[src/hdl/hbtt_pkg.sv]
// shared types and constants for the hash bucket tombstone table
package hbtt_pkg;

  localparam int CFG_W       = 6;
  localparam int BLOCK_W     = 32;
  localparam int RSLOT_W     = 16;
  localparam int MAX_RESULTS = 32;
  localparam int FCW         = $clog2(MAX_RESULTS + 1);

  localparam logic [CFG_W-1:0] SLOTS_RESET = 6'd32;

  typedef enum logic [1:0] {
    ACT_LOOKUP,
    ACT_INSERT,
    ACT_REMOVE
  } action_t;

  typedef enum logic [1:0] {
    ST_IDLE,
    ST_SCAN,
    ST_FINISH
  } state_t;

endpackage

[src/hdl/hash_bucket_tombstone_table.sv]
// hash bucket of key and row-id slots with live and used bit maps
//
//  channel   signals                                   transfer when
//  command   start busy action key rid_block rid_slot  start && !busy
//  result    done ok found_block found_slot last       done (one cycle, no stall)
//            is_full is_empty
//  config    cfg_valid cfg_ready cfg_data              cfg_valid && cfg_ready
//
// an item walks n = min(slots_in_use, SLOT_COUNT) slots at most, one slot per
// cycle through the single read port of the slot memory, then closes the
// operation in a finish state; a scan stops early at a never-used slot, an
// insert stops at its target slot or at a live copy of its pair. the final
// result strobes in the cycle after that, while busy is already low. reset clears the bit maps at once, no sweep.
// results cannot be stalled; lookup hits stream out as the scan finds them.
module hash_bucket_tombstone_table
  import hbtt_pkg::*;
#(
  parameter int SLOT_COUNT = 32,
  parameter int KEY_BITS   = 32
) (
  input  logic               clk,
  input  logic               rst,
  input  logic               start,
  output logic               busy,
  input  logic [1:0]         action,
  input  logic [31:0]        key,
  input  logic [BLOCK_W-1:0] rid_block,
  input  logic [RSLOT_W-1:0] rid_slot,
  output logic               done,
  output logic               ok,
  output logic [BLOCK_W-1:0] found_block,
  output logic [RSLOT_W-1:0] found_slot,
  output logic               last,
  output logic               is_full,
  output logic               is_empty,
  input  logic               cfg_valid,
  output logic               cfg_ready,
  input  logic [CFG_W-1:0]   cfg_data
);

  localparam int IW = $clog2(SLOT_COUNT);
  localparam int CW = $clog2(SLOT_COUNT + 1);
  localparam int KW = (KEY_BITS < 32) ? KEY_BITS : 32;
  localparam int EW = KW + BLOCK_W + RSLOT_W;

  state_t state, state_next;

  logic [CFG_W-1:0]      slots_in_use;
  logic [SLOT_COUNT-1:0] live_map;
  logic [SLOT_COUNT-1:0] used_map;
  logic [CW-1:0]         idx;
  logic [FCW-1:0]        found_cnt;
  logic                  pend_valid;
  logic                  op_ok;

  logic [1:0]            act_r;
  logic [KW-1:0]         key_r;
  logic [BLOCK_W-1:0]    blk_r;
  logic [RSLOT_W-1:0]    slt_r;
  logic [BLOCK_W-1:0]    pend_blk;
  logic [RSLOT_W-1:0]    pend_slt;

  logic [EW-1:0]         mem [SLOT_COUNT];
  logic [EW-1:0]         rdata;
  logic [IW-1:0]         raddr;

  logic [CFG_W:0]        cfg_ext;
  logic [CW-1:0]         n_use;
  logic [CW-1:0]         idx_inc;
  logic [SLOT_COUNT-1:0] umask;
  logic [SLOT_COUNT-1:0] reach;
  logic                  accept;
  logic                  last_slot;
  logic                  slot_live;
  logic                  slot_used;
  logic                  key_hit;
  logic                  pair_hit;
  logic                  scan_stop;
  logic                  hit;
  logic                  kill;
  logic                  mem_we;
  logic [KW-1:0]         rkey;
  logic [BLOCK_W-1:0]    rblk;
  logic [RSLOT_W-1:0]    rslt;

  assign cfg_ready = 1'b1;
  assign accept    = start && !busy;

  assign cfg_ext = {1'b0, slots_in_use};
  assign n_use   = (cfg_ext > (CFG_W+1)'(SLOT_COUNT)) ? CW'(SLOT_COUNT) : CW'(cfg_ext);
  assign idx_inc = idx + CW'(1);
  assign last_slot = (idx_inc == n_use);

  always_comb begin
    for (int i = 0; i < SLOT_COUNT; i++) begin
      umask[i] = (CW'(i) < n_use);
    end
  end

  // trailing run of used slots, up to the first never-used one
  assign reach    = used_map & ~(used_map + SLOT_COUNT'(1));
  assign is_full  = &(~umask | (used_map & live_map));
  assign is_empty = ~|(live_map & reach & umask);

  assign rkey = rdata[EW-1 -: KW];
  assign rblk = rdata[RSLOT_W +: BLOCK_W];
  assign rslt = rdata[RSLOT_W-1:0];

  assign slot_live = live_map[idx[IW-1:0]];
  assign slot_used = used_map[idx[IW-1:0]];
  assign key_hit   = slot_live && (rkey == key_r);
  assign pair_hit  = key_hit && (rblk == blk_r) && (rslt == slt_r);

  // next state
  always_comb begin
    state_next = state;
    unique case (state)
      ST_IDLE: begin
        if (accept) begin
          if (n_use == '0 || action == 2'd3) begin
            state_next = ST_FINISH;
          end else begin
            state_next = ST_SCAN;
          end
        end
      end
      ST_SCAN: begin
        if (scan_stop) begin
          state_next = ST_FINISH;
        end
      end
      ST_FINISH: begin
        state_next = ST_IDLE;
      end
      default: begin
        state_next = ST_IDLE;
      end
    endcase
  end

  // outputs and per-slot decisions
  always_comb begin
    busy      = 1'b1;
    raddr     = idx_inc[IW-1:0];
    scan_stop = 1'b0;
    hit       = 1'b0;
    kill      = 1'b0;
    mem_we    = 1'b0;
    unique case (state)
      ST_IDLE: begin
        busy  = 1'b0;
        raddr = '0;
      end
      ST_SCAN: begin
        unique case (act_r)
          ACT_LOOKUP: begin
            if (!slot_used) begin
              scan_stop = 1'b1;
            end else if (key_hit) begin
              hit = 1'b1;
              if (found_cnt == FCW'(MAX_RESULTS - 1)) begin
                scan_stop = 1'b1;
              end
            end
          end
          ACT_INSERT: begin
            if (slot_live) begin
              if (pair_hit) begin
                scan_stop = 1'b1;
              end
            end else begin
              mem_we    = 1'b1;
              scan_stop = 1'b1;
            end
          end
          ACT_REMOVE: begin
            if (!slot_used) begin
              scan_stop = 1'b1;
            end else if (pair_hit) begin
              kill = 1'b1;
            end
          end
          default: begin
            scan_stop = 1'b1;
          end
        endcase
        if (last_slot) begin
          scan_stop = 1'b1;
        end
      end
      ST_FINISH: begin
      end
      default: begin
      end
    endcase
  end

  // slot memory
  always_ff @(posedge clk) begin
    if (mem_we) begin
      mem[idx[IW-1:0]] <= {key_r, blk_r, slt_r};
    end
    rdata <= mem[raddr];
  end

  // control state
  always_ff @(posedge clk) begin
    if (rst) begin
      state        <= ST_IDLE;
      slots_in_use <= SLOTS_RESET;
      live_map     <= '0;
      used_map     <= '0;
      idx          <= '0;
      found_cnt    <= '0;
      pend_valid   <= 1'b0;
      op_ok        <= 1'b0;
      done         <= 1'b0;
    end else begin
      state <= state_next;
      done  <= 1'b0;
      if (cfg_valid && cfg_ready) begin
        slots_in_use <= cfg_data;
      end
      unique case (state)
        ST_IDLE: begin
          if (accept) begin
            idx        <= '0;
            found_cnt  <= '0;
            pend_valid <= 1'b0;
            op_ok      <= 1'b0;
          end
        end
        ST_SCAN: begin
          idx <= idx_inc;
          if (mem_we) begin
            live_map[idx[IW-1:0]] <= 1'b1;
            used_map[idx[IW-1:0]] <= 1'b1;
            op_ok                 <= 1'b1;
          end
          if (kill) begin
            live_map[idx[IW-1:0]] <= 1'b0;
            op_ok                 <= 1'b1;
          end
          if (hit) begin
            found_cnt  <= found_cnt + FCW'(1);
            pend_valid <= 1'b1;
            if (pend_valid) begin
              done <= 1'b1;
            end
          end
        end
        ST_FINISH: begin
          done <= 1'b1;
        end
        default: begin
        end
      endcase
    end
  end

  // payload
  always_ff @(posedge clk) begin
    if (accept) begin
      act_r <= action;
      key_r <= key[KW-1:0];
      blk_r <= rid_block;
      slt_r <= rid_slot;
    end
    if (state == ST_SCAN && hit) begin
      pend_blk <= rblk;
      pend_slt <= rslt;
      ok          <= 1'b1;
      found_block <= pend_blk;
      found_slot  <= pend_slt;
      last        <= 1'b0;
    end
    if (state == ST_FINISH) begin
      last <= 1'b1;
      if (act_r == ACT_LOOKUP) begin
        ok          <= pend_valid;
        found_block <= pend_valid ? pend_blk : '0;
        found_slot  <= pend_valid ? pend_slt : '0;
      end else begin
        ok          <= op_ok;
        found_block <= '0;
        found_slot  <= '0;
      end
    end
  end

`ifndef ASSERT_OFF
  a_live_implies_used: assert property (@(posedge clk) disable iff (rst)
    (live_map & ~used_map) == '0)
    else $error("live slot that was never used");

  a_insert_target_dead: assert property (@(posedge clk) disable iff (rst)
    mem_we |-> !slot_live && act_r == ACT_INSERT)
    else $error("insert overwrites a live slot");

  a_finish_gives_last: assert property (@(posedge clk) disable iff (rst)
    state == ST_FINISH |=> done && last && state == ST_IDLE)
    else $error("operation closed without a final result");

  a_scan_in_range: assert property (@(posedge clk) disable iff (rst)
    state == ST_SCAN |-> idx < n_use)
    else $error("scan past the usable slots");

  a_partial_only_lookup: assert property (@(posedge clk) disable iff (rst)
    done && !last |-> act_r == ACT_LOOKUP && state != ST_IDLE)
    else $error("non-final result outside a lookup scan");
`endif

endmodule
[config.mk]
export PLATFORM = sky130hd
export DESIGN_NAME = hash_bucket_tombstone_table
export DESIGN_NICKNAME = d
export VERILOG_FILES = /design/src/hdl/hbtt_pkg.sv /design/src/hdl/hash_bucket_tombstone_table.sv
export SDC_FILE = /design/constraint.sdc
export NUM_CORES = 2
export LEC_CHECK = 0
export BUFFER_PORTS_ARGS = -buffer_cell sky130_fd_sc_hd__buf_2
export CORE_AREA = 2 2 492 494
export CTS_CLUSTER_DIAMETER = 50
export DETAILED_ROUTE_END_ITERATION = 7
export DIE_AREA = 0 0 494 496
export PLACE_DENSITY = 0.75
export SLEW_MARGIN = 30
export SYNTH_ARGS = -nofsm -noshare
export SYNTH_HDL_FRONTEND = slang
export SYNTH_SLANG_ARGS = --single-unit
[constraint.sdc]
create_clock -name clk -period 6.55 [get_ports clk]
set_clock_uncertainty 0.2 [all_clocks]
set_input_delay 0.3275 -clock clk [delete_from_list [all_inputs] [get_ports clk]]
set_output_delay 0.3275 -clock clk [all_outputs]
set_load 0.05 [all_outputs]
# ---- After elaboration in Yosys (flattened, before gate mapping)
# Memory sizes are Yosys's and may differ from the RTL's. A register that Yosys moved wholly into a read port is not among the register bits.
# Cells that the tools add are included.
dict set report op_classes {
  n_eq_ne 14
  muxes 62
  n_lt_le_gt_ge 35
  n_reduce_logical 20
  n_bitwise 11
  add_sub_neg 3
}
# operator n
set op_table {}
lappend op_table {{$mux W32} 8}
lappend op_table {{$and A32 B32 Y32} 5}
lappend op_table {{$lt A5 B6 Y1 const A} 16}
lappend op_table {{$not A32 Y32} 3}
lappend op_table {{$or A32 B32 Y32} 3}
lappend op_table {{$eq A32 B32 Y1} 2}
lappend op_table {{$mux W16} 4}
lappend op_table {{$lt A4 B6 Y1 const A} 8}
lappend op_table {{$mux W1} 33}
lappend op_table {{$add A32 B1 Y32 const B} 1}
lappend op_table {{$reduce_and A32 Y1} 1}
lappend op_table {{$reduce_or A32 Y1} 1}
lappend op_table {{$lt A3 B6 Y1 const A} 4}
lappend op_table {{$pmux W6 S2} 2}
lappend op_table {{$mux W6} 3}
lappend op_table {{$eq A16 B16 Y1} 1}
lappend op_table {{$add A6 B1 Y6 const B} 2}
lappend op_table {{$lt A1 B6 Y1 const A} 2}
lappend op_table {{$lt A2 B6 Y1 const A} 2}
lappend op_table {{$bmux W1 S5} 2}
lappend op_table {{$eq A2 B2 Y1 const B} 3}
lappend op_table {{$eq A6 B5 Y1 const B} 1}
lappend op_table {{$eq A6 B6 Y1} 1}
lappend op_table {{$gt A6 B6 Y1 const B} 1}
lappend op_table {{19 further kinds} 36}
dict set report totals {
  in_bits 92
  out_inout_bits 55
  ram_bits 2560
  elab_cells 165
  mem_count 1
  reg_bits 267
}
# name depth word_bits read_ports rd_ports_with_merged_regs write_ports line
set mem_list {}
lappend mem_list {mem 32 80 1 1 1 hash_bucket_tombstone_table.sv:63} ;# logic [EW-1:0] mem [SLOT_COUNT];

# ---- Depth between registers and ports, before layout
dict set report logic_depth {
  depth_word 12
  mapped_depth 13
  depth_no_buf 10
}

# ---- Least setup slack after synthesis
# OpenSTA, ideal clock, no wires.
dict set report synth_path {
  path_kind {flip-flop to flip-flop}
  start {reg idx[1]}
  end {mem mem[3][0] in the netlist's numbering (enable)}
  stages_incl_launch_ff 10
  required_time_ns 5.829
  path_slack_ns 0.428
  n_path_buf 2
  arrival_ns 5.402
  synth_period_minus_slack_ns 6.122
  setup_time_ns 0.521
  path_cell_list {dfxtp_1 buf_6 mux4_2 and2_1 o31ai_2 and4_1 and3_1 buf_4 nand2_1 nor2_1}
}
dict set report synth_via {
  elab_chain_cells 7
}
# element line
set synth_rtl {}
lappend synth_rtl {{start: declaration} hash_bucket_tombstone_table.sv:51} ;# logic [CW-1:0] idx;
lappend synth_rtl {{start signal: assignment} hash_bucket_tombstone_table.sv:234} ;# idx <= idx_inc;
lappend synth_rtl {{$bmux W1 S5} hash_bucket_tombstone_table.sv:109} ;# assign slot_live = live_map[idx[IW-1:0]];
lappend synth_rtl {{$mux W1 (not written as such)} hash_bucket_tombstone_table.sv:109}
lappend synth_rtl {{$mux W1} hash_bucket_tombstone_table.sv:167} ;# if (slot_live) begin
lappend synth_rtl {{$mux W1} hash_bucket_tombstone_table.sv:155} ;# unique case (act_r)
lappend synth_rtl {{$mux W1} hash_bucket_tombstone_table.sv:149} ;# unique case (state)
lappend synth_rtl {{$mux W1} hash_bucket_tombstone_table.sv:200} ;# if (mem_we) begin
lappend synth_rtl {{$mux W1 (not written as such)} hash_bucket_tombstone_table.sv:201} ;# mem[idx[IW-1:0]] <= {key_r, blk_r, slt_r};
lappend synth_rtl {{end: declaration} hash_bucket_tombstone_table.sv:63}
# Several ways; a longest one is shown, not always the timed one. The select of a mux whose other input is x is not followed.

# ---- Final worst setup path
dict set report layout_path {
  start {reg idx[1]}
  end {mem mem[26][34] in the netlist's numbering (enable)}
}
# The elaborated chain is that of the path after synthesis.

==> results.sh <==
export IMPL_status="complete, no violations"
export IMPL_place_gp_congestion=0.866
export IMPL_firstDrtPassIters=6
export IMPL_clk_pin_slew_worst_paths_ns=0.06
export IMPL_die_w_um=494
export IMPL_synth_cell_types=75
export IMPL_fin_crit_sh_pct=85.6
export IMPL_synth_compound_area_share_pct=7.29
export IMPL_cp_end_kind="register"
export IMPL_syn_nets=5595
export IMPL_detail_route_antenna_nets=0
export IMPL_viasPerCell=6.32
export IMPL_syn2layout_area_growth_pct=15.6
export IMPL_power_leakage_uw=0.0388
export IMPL_synth_xor_area_share_pct=0.706
export IMPL_criticalPathCategory="register to register"
export IMPL_fin_util_pct=53.0
export IMPL_grt_use_total_pct=22.6
export IMPL_rsz0062_at_grt="false"
export IMPL_antenna_found_initial=10
export IMPL_routed_wl_um=281000
export IMPL_seqCellArea_um2=85600
export IMPL_path_common_cell="buf_4"
export IMPL_dp_hpwl_um=140000
export IMPL_ios=147
export IMPL_critPathArrivalTime_ns=5.91
export IMPL_min_path_cells=2
export IMPL_io_buffers=145
export IMPL_drc=0
export IMPL_clk_root_buffer_cell="clkbuf_16"
export IMPL_fillers=17800
export IMPL_drive_above_1_share_pct=23.1
export IMPL_cts_resized=0
export IMPL_worst_pin_slew_ns=1.12
export IMPL_slew_headroom_pct=25.4
export IMPL_yosysTopAreaCellShare_pct=74.9
export IMPL_yosys_area_share_simple_pct=1.46
export IMPL_r2r_cells=10
export IMPL_clk_path_buf_depth=4
export IMPL_required_ns=6.85
export IMPL_p_per_area_nw_per_um2=321
export IMPL_multi_input_area_um2=22900
export IMPL_hold_path_class="input port to register"
export IMPL_die_y_um=496
export IMPL_finalSetupTns_ns=0
export IMPL_timing_final_max_slew_violations=0
export IMPL_reg2reg_to="mem[26][34]"
export IMPL_ys_ff_latch=2907
export IMPL_grt_pass1_vias=59000
export IMPL_seq_area_frac_synth_pct=77.9
export IMPL_nets=6049
export IMPL_min_to="slt_r[0]"
export IMPL_grt_pass1_wl_um=406000
export IMPL_critPathMaxFanout=37
export IMPL_grt_max_degree=205
export IMPL_die_area_um2=245000
export IMPL_synthesis_area_um2=110000
export IMPL_initial_core_util_pct=45.9
export IMPL_min_period_ns=5.60
export IMPL_finalSetupViolCount=0
export IMPL_max_freq_mhz=178
export IMPL_crit_slowest_cell="nor2_4"
export IMPL_synth_ff_type="edfxtp_1"
export IMPL_yosysMostFrequentCell="edfxtp_1"
export IMPL_hold_start="rid_slot[0]"
export IMPL_clk_latency_ns=0.94
export IMPL_syn_inst=5495
export IMPL_vdd_drop_max_mv=0.255
export IMPL_core_area_um2=240000
export IMPL_cts_made_buffers=303
export IMPL_synth_edf_count=2739
export IMPL_slowest_delay_ns=0.97
export IMPL_ys_top_cells_by_count="2739 x edfxtp_1, 488 x mux4_2, 337 x o21ai_0, 324 x o22ai_1, 321 x o221ai_1"
export IMPL_yosys_area_share_adder_pct=0.0911
export IMPL_crit_path_cell_trace="buf_4, buf_4, mux2i_1, nor4b_1, o31ai_2, and4_1, and3_1, nand2_1, nor2_4, buf_4"
export IMPL_cap_viol_max_count=0
export IMPL_critPathLaunchType="register"
export IMPL_fp_row_count=180
export IMPL_syn_avg_cell_area_um2=20.0
export IMPL_hold_violations=0
export IMPL_wl_per_cell_um=30.1
export IMPL_cts_tree="yes"
export IMPL_yosysWarnings=0
export IMPL_synth_area_mux_share_pct=11.1
export IMPL_fin_area_um2=127000
export IMPL_r2r_start="idx[1]"
export IMPL_synthArstFlopShare_pct=0
export IMPL_placement_cell_area_um2=115000
export IMPL_vias=59100
export IMPL_synth_top_area_cell="edfxtp_1"
export IMPL_netlist_top_cells_area="edfxtp_1 75%, mux4_2 10%, dfxtp_1 3.1%"
export IMPL_grt_ovfl_total=0
export IMPL_r2r_setup_slack_ns=0.95
export IMPL_drtIter0Drc=8095
export IMPL_synth_top_family_by_area="multiplexers"
export IMPL_htreeDepth=5
export IMPL_clock_sinks=2907
==> cells by family after synthesis <==
logic type,count (synthesis)
and+or+nand+nor,301
muxes,593
xor gates and xnor gates,87
buffers and inverters,401
AOI/OAI and AO/OA,1197
adders and majority gates,8
DFF,2907
other,1
==> how the worst max path moves through the flow <==
stage               startpoint           to  slack, ns
floorplan               idx[1]    mem[3][0]       0.43
global placement        idx[1]  mem[26][36]       1.11
detailed placement      idx[1]  mem[26][36]       1.11
CTS                     idx[1]  mem[26][34]       1.01
global route            idx[1]  mem[26][34]       0.81
finish                  idx[1]  mem[26][34]       0.95
==> per-layer routing <==
layer	up-vias	GRT usage (%)	routed length, µm
li1	24200	-	-
met1	30600	31.0	106000
met2	3719	36.3	136000
met3	565	4.57	29800
met4	4	7.82	9450
met5	-	0	25
==> critical path: cells and delay by family, from the launching register on <==
family / cells / cell delay (ns)
AOI/OAI and AO/OA: 1 / 0.39
buffers and inverters: 3 / 1.32
DFF: 1 / 0.62
muxes: 1 / 0.27
and+or+nand+nor: 5 / 2.28
==> cells in the final DEF, fill, tap and decap left out, types with 8 or more instances in the layout <==
| cell type | n |
|---|---|
| buf_4 | 134 |
| a211oi_1 | 33 |
| clkbuf_8 | 20 |
| nand3_1 | 17 |
| dfxtp_1 | 167 |
| buf_2 | 145 |
| o22ai_1 | 324 |
| nor3_1 | 10 |
| mux2i_1 | 17 |
| nor4_1 | 9 |
| nand2_1 | 44 |
| and2_1 | 13 |
| mux4_2 | 488 |
| nor2b_1 | 54 |
| o21a_1 | 36 |
| nor2_4 | 35 |
| and3_1 | 8 |
| ha_1 | 8 |
| nor2_1 | 40 |
| mux2_2 | 88 |
| clkbuf_1 | 58 |
| inv_1 | 12 |
| edfxtp_1 | 2739 |
| clkinv_2 | 40 |
| o221ai_1 | 321 |
| bufinv_16 | 23 |
| nand4_1 | 27 |
| clkinvlp_4 | 11 |
| xnor2_1 | 75 |
| buf_6 | 22 |
| buf_12 | 40 |
| o21ai_0 | 337 |
| buf_8 | 15 |
| dlygate4sd3_1 | 177 |
| a21oi_1 | 68 |
| a31oi_1 | 13 |
| clkinv_1 | 32 |
| clkbuf_16 | 308 |
| inv_6 | 19 |
| xor2_1 | 11 |
==> layout make-up <==
class | instances | share of cell area, %
antenna | 5 | 0.00985
clock buffer | 386 | 6.45
clock inverter | 135 | 1.10
inverter | 15 | 0.0542
multi-input combinational | 2187 | 18.1
sequential | 2907 | 67.4
tap | 3185 | 3.14
timing repair buffer | 535 | 3.80
==> through the flow <==
stage                     hold WS, ns  setup WS (ns)  std cells  total power [µW]
after floorplan                 0.226          0.428       5495             23300
after global placement          0.240           1.11       8615             24200
after detailed placement        0.246           1.11       8621             24300
after CTS                      0.0120           1.01       9319             40900
after global routing           0.0219          0.812       9354             41900
final                          0.0298          0.946       9355             40800
==> repair_timing <==
item	4_1_cts	5_1_grt
hold buffers	177	0
endpoints found under the hold margin	139	0
setup buffers	0	0
==> where the power goes <==
group,total [µW],switching (µW),internal [µW]
clock,16800,6980,9780
sequential,20900,210,20700
combinational,3160,1860,1300
total,40800,9050,31800
==> registers in the layout, indices dropped and copies added (netlist names) <==
signal        count
mem            2560
rdata            80
blk_r            32
found_block      32
key_r            32
live_map         32
pend_blk         32
used_map         32
found_slot       16
pend_slt         16
slt_r            16
found_cnt         6
idx               6
slots_in_use      6
act_r             2
state             2
done              1
last              1
ok                1
op_ok             1
pend_valid        1
(Power assumes the default switching activity.)
